File: src/rtl/crs_fifo.sv
`default_nettype none
module crs_fifo #(
  parameter int unsigned Width = 8,
  parameter int unsigned Depth = 4
) (
  input  wire logic             clk_i,
  input  wire logic             rst_ni,
  input  wire logic             push_valid_i,
  output logic                  push_ready_o,
  input  wire logic [Width-1:0] push_data_i,
  output logic                  pop_valid_o,
  input  wire logic             pop_ready_i,
  output logic [Width-1:0]      pop_data_o
);

  localparam int unsigned AW = (Depth > 1) ? $clog2(Depth) : 1;
  localparam int unsigned CW = $clog2(Depth + 1);

  logic [Width-1:0] mem_q [Depth];
  logic [AW-1:0] wr_q, rd_q;
  logic [CW-1:0] cnt_q;
  logic push, pop;

  assign push_ready_o = cnt_q != CW'(Depth);
  assign pop_valid_o = cnt_q != '0;
  assign push = push_valid_i && push_ready_o;
  assign pop = pop_valid_o && pop_ready_i;
  assign pop_data_o = mem_q[rd_q];

  always_ff @(posedge clk_i) begin
    if (push) mem_q[wr_q] <= push_data_i;
  end

  // Pointers wrap at the depth, which need not be a power of two.
  always_ff @(posedge clk_i or negedge rst_ni) begin
    if (!rst_ni) begin
      wr_q <= '0;
      rd_q <= '0;
      cnt_q <= '0;
    end else begin
      if (push) wr_q <= (wr_q == AW'(Depth - 1)) ? '0 : wr_q + 1'b1;
      if (pop) rd_q <= (rd_q == AW'(Depth - 1)) ? '0 : rd_q + 1'b1;
      cnt_q <= cnt_q + CW'(push) - CW'(pop);
    end
  end

  a_cnt_bound: assert property (@(posedge clk_i) disable iff (!rst_ni)
    cnt_q <= CW'(Depth)) else $error("queue count above depth");
  a_full_hold: assert property (@(posedge clk_i) disable iff (!rst_ni)
    (!push_ready_o && !pop_ready_i) |=> (cnt_q == CW'(Depth)))
    else $error("full queue lost a beat");
  a_empty: assert property (@(posedge clk_i) disable iff (!rst_ni)
    (cnt_q == '0 && !push_valid_i) |=> !pop_valid_o)
    else $error("queue shows data it never took");

endmodule
`default_nettype wire

File: config.mk
export PLATFORM = sky130hd
export DESIGN_NAME = crs_fifo
export DESIGN_NICKNAME = d
export VERILOG_FILES = /design/src/rtl/crs_fifo.sv
export SDC_FILE = /design/constraint.sdc
export NUM_CORES = 1
export LEC_CHECK = 0
export ABC_AREA = 1
export BUFFER_PORTS_ARGS = -buffer_cell sky130_fd_sc_hd__buf_4
export CORE_MARGIN = 4
export CORE_UTILIZATION = 64
export CTS_BUF_LIST = sky130_fd_sc_hd__clkbuf_8
export DETAILED_ROUTE_END_ITERATION = 12
export GPL_ROUTABILITY_DRIVEN = 0
export PLACE_DENSITY = 0.87
export SLEW_MARGIN = 20
export SYNTH_ARGS = -nofsm -noshare
export SYNTH_HDL_FRONTEND = slang
export SYNTH_SLANG_ARGS = --single-unit
File: constraint.sdc
create_clock -name clk_i -period 5.3 [get_ports clk_i]
set_input_delay 1.06 -clock clk_i [delete_from_list [all_inputs] [get_ports clk_i]]
set_output_delay 1.06 -clock clk_i [all_outputs]
set_load 0.05 [all_outputs]
==> summary.md <==
| Metric | Value |
|---|---|
| Status | finished clean |
| IR drop worst, VDD | 559 uV |
| Post-CTS Resized | 0 |
| Setup TNS | 0 ns |
| Internal power | approximately 0.69 mW |
| Seq cells post-synth | 39 |
| Via density per instance | between 5 and 6 |
| Yosys cell types | 15 |
| Sw Ratio | between 40% and 50% |
| Seq/Total Area, Yosys | between 60% and 70% |
| Most common flop cell mapped by yosys | edfxtp_1 |
| Worst-margin pin slew | about 0.97 ns |
| DRT Wirelength | slightly below 3 mm |
| Cell depth of the worst hold path | 2 |
| Worst hold path class | flip-flop to flip-flop |
| Crit path kind | flip-flop to output pin |
| Final Util | 78.6% |
| Clock latency on the worst-skew pair | approximately 0.28 ns |
| Htree depth | 2 |
| Most frequent cell after synthesis | nand2_1 |
| Crit path cell chain | nand2_1, o211ai_1, nand2_1, buf_4 |
| Pin count of the biggest net entering global routing | 36 |
| Crit path max-delay cell type | dfrtp_1 |
| Post-synthesis cell area | roughly 1800 um^2 |
| Post-synth top cells | nand2_1, edfxtp_1, inv_1 |
| GRT overflow | 0 |
| DRC viols | 0 |
| PwrDens | approximately 620 nW/um^2 |
| RSZ-0062 raised after global routing | false |
| Combinational power share | between 40% and 50% |
| Root buffer cell | clkbuf_8 |
| Clk_skew | 0.00529 ns |
| Final Cycle Share | ~55% |
| Top delay family on crit path | flip-flops |
| R2r startpoint | cnt_q[1]$_DFF_PN0_ |
| Area share of the largest cell type after synthesis | about 54% |
| Worst path max stage delay | 0.99 ns |
| Worst-path fanout max | 35 |
| Hold_buf cts | 0 |
| Die W | about 61 um |
| Clk pwr share | 16.2% |
| Post-route cell area | 2000 um^2 |
| Worst reg-to-reg setup slack | approximately 3.3 ns |
| Hold EP | wr_q[1]$_DFFE_PN0P_ |
| Mapped Avg Cell Area | 11.9 um^2 |
| First-pass GRT wire length | just under 5 mm |
| Switch Pwr | around 0.56 mW |
| Slew Limit Fails | 0 |
| Max_cap viols | 0 |
| Cell depth of the worst flop-to-flop path | 12 |
| CP Buf/Inv Count | 1 |
| Synth Instances | 149 |
| Port Buffers | 21 |
| Ys async rst share | between 10% and 20% |
| Iter 0 DRT Violations | 49 |
| Die Y | a little over 60 um |
| Area after DPL | roughly 1900 um^2 |
| Worst-path clk slew | approximately 0.07 ns |
| Yosys warns | 0 |
| Core ar. | about 2500 um^2 |
| Die Area | 3670 um^2 |
| DR vias | 1064 |
| Final hold viol count | 0 |
| Overall power consumption | 1.25 mW |
| CP endpoint kind | output pin |
| Clk buf depth | 2 |
| HPWL Detailed | a little over 2 mm |
| Vias in the first global route | 1056 |
| Post-CTS Setup Bufs | 0 |
| CP startpoint kind | flip-flop |
| Hold slack | about 0.55 ns |
| RR Endpoint | cnt_q[2]$_DFF_PN0_ |
| CP arrival | roughly 1.8 ns |
| Syn-to-layout area delta | 13.2% |
| TritonCTS Sinks | 39 |
| FP Rows | 18 |
| Post-synth EDFFs | 32 |
| Post-route ant nets | 0 |
| Ratio of cells with drive above 1 in the final layout | a little under a fifth |
| Final setup viols | 0 |
| Tot GR Track Use | 19.3% |
| CTS tree | built |
| Initial antenna violation count | 0 |
| Syn Nets | about 170 |
| Reg power frac | 40.0% |
| First-pass DRT Iterations | 4 |
| Pleak | 0.881 nW |
| WL per Instance | approximately 15 um |
| Fmax | 0.345 GHz |
| Synth area leaders | edfxtp_1, dfrtp_1, nand2_1, o211ai_1, inv_1 |
| N_diodes | 0 |
| Nets | about 190 |
| Cell mode on critical path | nand2_1 |
| Hold_sp | wr_q[1]$_DFFE_PN0P_ |
| Inserted Clock Buffers | 5 |
| Critical Path RT | about 4.2 ns |
| Starting Density | 69.4% |
| Synth area leader | edfxtp_1 |
| Fill cells | roughly 160 |
| Min Tclk post-route | a little under 3 ns |
| Slew HR | between 30% and 40% |
| I/O pin count | 22 |
[flip-flops by register name, indices dropped and copies added (netlist names)]
register	cells
cnt_q	3
mem_q	32
rd_q	2
wr_q	2
[logic make-up after synthesis]
family                     Yosys count  synth area share (%)
DFF                                 39                  64.3
adders and majority gates            8                  6.09
AOI/OAI and AO/OA                   16                  6.80
xor gates and xnor gates             2                 0.992
and+or+nand+nor                     50                  12.5
buffers and inverters               34                  9.35
[layer usage]
metal | up-vias | GRT usage, % | part of all wire (%)
met4 | 0 | 6.81 | 1.3
met5 | - | 0 | 0
met1 | 498 | 23.2 | 39
met3 | 5 | 5.74 | 5.4
met2 | 26 | 33.3 | 54
li1 | 535 | - | -
[placed cells by master (no fill, tap or decap)]
cell,synthesis,final
buf_4,0,21
clkbuf_8,0,6
clkinv_1,0,1
clkinvlp_4,0,1
dfrtp_1,7,7
edfxtp_1,32,32
fa_1,1,1
ha_1,7,7
inv_1,29,29
nand2_1,35,35
nand2_2,2,2
nand2_4,2,2
nand3_1,4,4
nor2_1,6,6
nor2_4,1,1
o211ai_1,16,16
xnor2_1,1,1
xor2_1,1,1
[power groups by stage]
stage          sequential [mW]  clock, mW  combinational (mW)
5_1_grt                  0.512      0.224               0.604
3_3_place_gp             0.498          0               0.525
3_5_place_dp             0.507          0               0.551
2_1_floorplan            0.456          0               0.473
4_1_cts                  0.499      0.206               0.556
6_report                 0.499      0.202               0.547
[worst min-delay path, stage by stage (launching register included)]
cell and delay [ns]:
dfrtp_1 0.39, nand2_1 0.07, nand2_1 0.05
[per-stage QoR]
| stage | worst slack [ns] | cells |
|---|---|---|
| after floorplan | 3.06 | 149 |
| after global placement | 2.82 | 195 |
| after detailed placement | 2.70 | 195 |
| after CTS | 2.40 | 203 |
| after global routing | 2.18 | 203 |
| final | 2.40 | 203 |
[area by class of cell]
class                      instances  area, um^2  area share [%]
clock buffer                       6        82.6            4.13
timing repair buffer              21         158            7.88
sequential                        39        1140            56.8
clock inverter                     2        11.3           0.563
tap                               30        37.5            1.88
multi-input combinational         76         465            23.3
inverter                          29         109            5.44
[worst max path at each step]
stage	to	slack, ns	cells after the start	start
after detailed placement	pop_data_o[3]	2.70	4	rd_q[0]$_DFFE_PN0P_
after global routing	pop_data_o[0]	2.18	4	rd_q[0]$_DFFE_PN0P_
after global placement	pop_data_o[2]	2.82	3	rd_q[0]$_DFFE_PN0P_
after CTS	pop_data_o[3]	2.40	4	rd_q[0]$_DFFE_PN0P_
after floorplan	cnt_q[1]$_DFF_PN0_	3.06	8	pop_ready_i
final	pop_data_o[3]	2.40	4	rd_q[0]$_DFFE_PN0P_
No activity file was read; power rests on OpenSTA's default activity.
