===== config.mk =====
export PLATFORM = sky130hd
export DESIGN_NAME = crs_back
export DESIGN_NICKNAME = d
export VERILOG_FILES = /design/src/rtl/crs_back.sv
export SDC_FILE = /design/constraint.sdc
export NUM_CORES = 2
export LEC_CHECK = 0
export BUFFER_PORTS_ARGS = -buffer_cell sky130_fd_sc_hd__buf_2
export CORE_MARGIN = 1.5
export CORE_UTILIZATION = 35
export CTS_CLUSTER_SIZE = 20
export DETAILED_ROUTE_END_ITERATION = 8
export PLACE_DENSITY = 0.5
export SYNTH_ARGS = -nofsm -noshare
export SYNTH_HDL_FRONTEND = slang
export SYNTH_SLANG_ARGS = --single-unit

===== constraint.sdc =====
create_clock -name clk_i -period 124.7 [get_ports clk_i]
set_clock_uncertainty 0.15 [all_clocks]
set_input_delay 24.94 -clock clk_i [delete_from_list [all_inputs] [get_ports clk_i]]
set_output_delay 24.94 -clock clk_i [all_outputs]
set_load 0.1 [all_outputs]

===== src/rtl/crs_back.sv =====
`default_nettype none
module crs_back #(
  parameter int unsigned FracBits = 16
) (
  input  wire logic                clk_i,
  input  wire logic                rst_ni,
  input  wire logic                item_valid_i,
  output logic                     item_ready_o,
  input  wire logic [FracBits:0]   first_luma_i,
  input  wire logic [FracBits:0]   second_luma_i,
  input  wire logic                first_lighter_i,
  input  wire logic [FracBits:0]   hi_off_i,
  input  wire logic [FracBits:0]   lo_off_i,
  output logic                     out_valid_o,
  input  wire logic                out_ready_i,
  output logic [FracBits+4:0]      contrast_o,
  output logic [FracBits:0]        first_luma_o,
  output logic [FracBits:0]        second_luma_o,
  output logic                     first_is_lighter_o
);

  localparam int unsigned LW = FracBits + 1;
  localparam int unsigned QW = FracBits + 5;
  localparam int unsigned NW = 2 * FracBits + 2;
  localparam int unsigned RW = FracBits + 1;
  localparam logic [QW-1:0] Cap = QW'(21) << FracBits;

  logic adv;
  logic [NW-1:0] num;
  logic v_q [QW];
  logic [RW-1:0] rem_q [QW];
  logic [QW-1:0] nlo_q [QW];
  logic [QW-1:0] quo_q [QW];
  logic [RW-1:0] den_q [QW];
  logic [LW-1:0] l1_q [QW];
  logic [LW-1:0] l2_q [QW];
  logic fl_q [QW];

  // Dividend with half the divisor added, so the quotient rounds half up.
  assign num = (NW'(hi_off_i) << FracBits) + NW'(lo_off_i >> 1);
  assign adv = !v_q[QW-1] || out_ready_i;
  assign item_ready_o = adv;

  // One restoring step per stage, most significant quotient bit first.
  for (genvar k = 0; k < QW; k++) begin : g_stage
    logic [RW-1:0] rem_in;
    logic [QW-1:0] nlo_in;
    logic [QW-1:0] quo_in;
    logic [RW-1:0] den_in;
    logic          v_in;
    logic [LW-1:0] l1_in;
    logic [LW-1:0] l2_in;
    logic          fl_in;
    logic [RW:0] trial;
    logic take;

    if (k == 0) begin : g_first
      assign rem_in = RW'(num[NW-1:QW]);
      assign nlo_in = num[QW-1:0];
      assign quo_in = '0;
      assign den_in = lo_off_i;
      assign v_in = item_valid_i;
      assign l1_in = first_luma_i;
      assign l2_in = second_luma_i;
      assign fl_in = first_lighter_i;
    end else begin : g_next
      assign rem_in = rem_q[k-1];
      assign nlo_in = nlo_q[k-1];
      assign quo_in = quo_q[k-1];
      assign den_in = den_q[k-1];
      assign v_in = v_q[k-1];
      assign l1_in = l1_q[k-1];
      assign l2_in = l2_q[k-1];
      assign fl_in = fl_q[k-1];
    end

    assign trial = {rem_in, nlo_in[QW-1]};
    assign take = trial >= {1'b0, den_in};

    always_ff @(posedge clk_i or negedge rst_ni) begin
      if (!rst_ni) begin
        v_q[k] <= 1'b0;
      end else if (adv) begin
        v_q[k] <= v_in;
      end
    end

    always_ff @(posedge clk_i) begin
      if (adv) begin
        rem_q[k] <= take ? RW'(trial - {1'b0, den_in}) : RW'(trial);
        nlo_q[k] <= nlo_in << 1;
        quo_q[k] <= {quo_in[QW-2:0], take};
        den_q[k] <= den_in;
        l1_q[k] <= l1_in;
        l2_q[k] <= l2_in;
        fl_q[k] <= fl_in;
      end
    end
  end

  // Saturate at 21.0 and drive the result beat.
  assign out_valid_o = v_q[QW-1];
  assign contrast_o = (quo_q[QW-1] > Cap) ? Cap : quo_q[QW-1];
  assign first_luma_o = l1_q[QW-1];
  assign second_luma_o = l2_q[QW-1];
  assign first_is_lighter_o = fl_q[QW-1];

  a_ratio_floor: assert property (@(posedge clk_i) disable iff (!rst_ni)
    out_valid_o |-> (contrast_o >= (QW'(1) << FracBits)))
    else $error("contrast below 1.0");
  a_lighter: assert property (@(posedge clk_i) disable iff (!rst_ni)
    out_valid_o |-> (first_is_lighter_o == (first_luma_o > second_luma_o)))
    else $error("lighter flag disagrees with lumas");
  a_equal: assert property (@(posedge clk_i) disable iff (!rst_ni)
    (out_valid_o && first_luma_o == second_luma_o) |->
    (contrast_o == (QW'(1) << FracBits)))
    else $error("equal lumas must give 1.0");

endmodule
`default_nettype wire


==> key figures <==
Clock network
  – Total CTS buffers: 183
  – Setup bufs post-CTS: 0
  – CTS H-Tree Depth: 4
  – Sink Count: 1677
  – Clock Path Buffers: 3
  – CTS tree: built
  – Root buffer cell: clkbuf_16
  – CTS Hold Bufs: 0
  – PostCTS Resize Cnt: 0
  – Skew-Pair Late Insertion Delay: 0.84 ns
  – Clk slew on worst S/H paths: 0.06 ns

Layout
  – Area growth, synth to finish: 13.9%
  – NumNets Final: 5487
  – Final core utilization: 40.1%
  – Filler cells: 18.7k
  – Fraction of layout instances using a drive strength above 1: 11.8%

Synthesis
  – FF+latch count, synth: 1677
  – Top FF cell, synth: edfxtp_1
  – Mapped Avg Cell Area: 15.0 sq um
  – Cells after Synth: 4754
  – Async S/R FF share, synth: 1.25%
  – EDFF count, synth: 1656
  – Yosys cell types: 83
  – Mapped cell area: 71200 sq um
  – Sequential share of the synthesized area: 70.5%
  – Syn nets: 5200
  – Top cells by area, synth: edfxtp_1 70%, ha_1 6.2%, inv_1 2.3%
  – Ys Warns: 0
  – Top-area cell type share of the netlist area: 69.8%
  – Yosys top cell by area: edfxtp_1

STA
  – Max Transition Viols Final: 0
  – Final WS setup: 73.28 ns
  – Final hold violation count: 0
  – Worst slew pin tran: 1.14 ns
  – Highest Clock Rate: 19.4 MHz
  – Setup TNS: 0 ns
  – Rel. slew slack: 23.9%
  – Hold WS: 0.240 ns
  – Tmin final: 51.42 ns
  – Final setup viols: 0
  – Unrepaired setup endpoints after global routing: false
  – Final Cycle Share: 41.2%

Placement
  – Detailed Place HPWL: 85400 um
  – Gpl congestion: 0.813
  – IO Port Bufs: 130
  – DP Worst Slack: 73.27 ns

Route
  – Highest metal used: met4
  – DR vias/cell: 4.70
  – Remaining routing DRC violations: 0
  – Via count: 36.9k
  – Met2 WL post-DR: 61100 um
  – Detail Route Antenna Nets: 0
  – Total Routed Length: 124000 um
  – 1st-iter DRT viols: 2232
  – 1st-pass router iterations: 5
  – WL met1: 55700 um
  – Avg WL per Cell: 15.8 um
  – Met3 WL: 4320 um

Critical path
  – Crit. End Element: output port
  – Critical Path Fanout Max: 38
  – CP startpoint: out_ready_i
  – Critical Path Source Type: primary input
  – Critical Path RT: 99.61 ns
  – Reg2Reg Depth: 8
  – WS Path Type: in2out
  – FF-to-FF Start: out_valid_o
  – CP arrival: 26.33 ns

Die
  – Die height: 454 um
  – FP Rows: 165
  – Core area: 202000 sq um
  – Starting Density: 35.2%
  – Chip width: 454 um
  – I/O Pins: 131
  – Die footprint: 206000 sq um

Min path
  – Hold wc startpoint: quo_q[1][147]
  – HP Class: reg2reg
  – WHS Path Cells: 0

Global route
  – Grt ovf: 0
  – Total track usage: 12.0%
  – Initial antenna violation count: 2
  – Vias in the first global route: 36.7k
  – First-pass GRT wire length: 197000 um
  – Largest net degree at the start of global routing: 176

Run
  – Max-cap viol count: 0

Status
  – Run status: finished clean
## cell type report
| class | instances | area, sq um | area share, % |
|---|---|---|---|
| Tap cell | 2672 | 3340 | 4.12 |
| Clock buffer | 227 | 4790 | 5.90 |
| Antenna cell | 1 | 2.50 | 0.00308 |
| Timing Repair Buffer | 164 | 943 | 1.16 |
| Clock inverter | 101 | 1130 | 1.39 |
| Sequential cell | 1677 | 50300 | 61.9 |
| Multi-Input combinational cell | 2573 | 19000 | 23.5 |
| Inverter | 442 | 1670 | 2.05 |
## path summary, 6_finish.rpt
path / end / slack [ns]
worst max-delay path: item_ready_o / 73.28
worst min-delay path: quo_q[2][1] / 0.24
worst max register to register: l2_q[0][55] / 119.01
worst min register to register: quo_q[2][1] / 0.24
max in group asynchronous: g_stage[16].v_in / 100.14
min in group asynchronous: g_stage[20].v_in / 23.93
## cells in the final DEF, fill, tap and decap left out, types with 18 or more instances in the layout
cell type  synthesis  routed
o31ai_1           31      31
nor2_1           184     184
nand2b_1          34      34
o211ai_1          20      20
xnor2_1          152     152
nor3_1            63      62
a211oi_1          31      31
clkinv_2           0      30
nor2b_1           53      52
and3_1            29      29
o21ai_0          260     260
o31a_1            19      19
clkbuf_16          0     185
or2_2             20      20
mux2_2           121     121
ha_1             353     353
fa_1              20      20
nand4_1           40      40
a21o_1           110     110
o21a_1            47      47
mux2i_1           18      18
dfrtp_1           21      21
buf_2              8     130
xor2_1           110     110
nand2_1          285     285
nand3_1           38      38
clkinv_1           0      34
a31oi_1           29      29
edfxtp_1        1656    1656
clkbuf_1          39      42
a21oi_1          260     260
or3_1             23      23
inv_1            442     441
o21bai_1          47      47
buf_4              4      31
## through the flow
step	area, sq um	std cells
floorplan	71200	4754
CTS	81200	7856
detailed placement	75200	7528
global route	81200	7857
global placement	75200	7528
finish	81200	7857
## kinds of logic (layout without fill, tap and decap cells)
group                      after synthesis  in the layout  synth area share (%)
DFF                                   1677           1677                  70.5
AOI/OAI and AO/OA                      970            970                  8.80
and+or+nand+nor                        807            807                  5.31
buffers and inverters                  504            934                  2.78
adders and majority gates              373            373                  6.76
xor gates and xnor gates               262            262                  3.22
muxes                                  161            161                  2.59
other                                    0              1                     0
## routing by layer
layer / up-vias / global-route usage, %
met1: 17800 / 15.1
met3: 236 / 2.38
met5: - / 0
met2: 499 / 20.6
li1: 18400 / -
met4: 0 / 4.19
## sequential cells by signal, summed over array words and instances (netlist names)
| name | flops |
|---|---|
| quo_q | 231 |
| out_valid_o | 1 |
| nlo_q | 11 |
| den_q | 339 |
| rem_q | 340 |
| l1_q | 357 |
| fl_q | 21 |
| l2_q | 357 |
| g_stage.v_in | 20 |
## synth_stat cells (all sizes together), types with 38 or more instances
| cell | count |
|---|---|
| o21a | 47 |
| o21bai | 47 |
| nand2 | 285 |
| nor3 | 63 |
| ha | 353 |
| clkbuf | 40 |
| a21o | 110 |
| nor2 | 184 |
| o21ai | 269 |
| nand4 | 40 |
| xnor2 | 152 |
| mux2 | 143 |
| a21oi | 261 |
| nand3 | 38 |
| edfxtp | 1656 |
| nor2b | 53 |
| xor2 | 110 |
| inv | 442 |
## critical path, cell delays in order
cell and delay [ns]:
buf_2 0.09, nor2b_2 0.03, buf_4 0.22, inv_8 0.36
buf_2 0.58
Power is not shown: default switching activity piles up to over one toggle a cycle in this logic, so the estimate is an artifact.
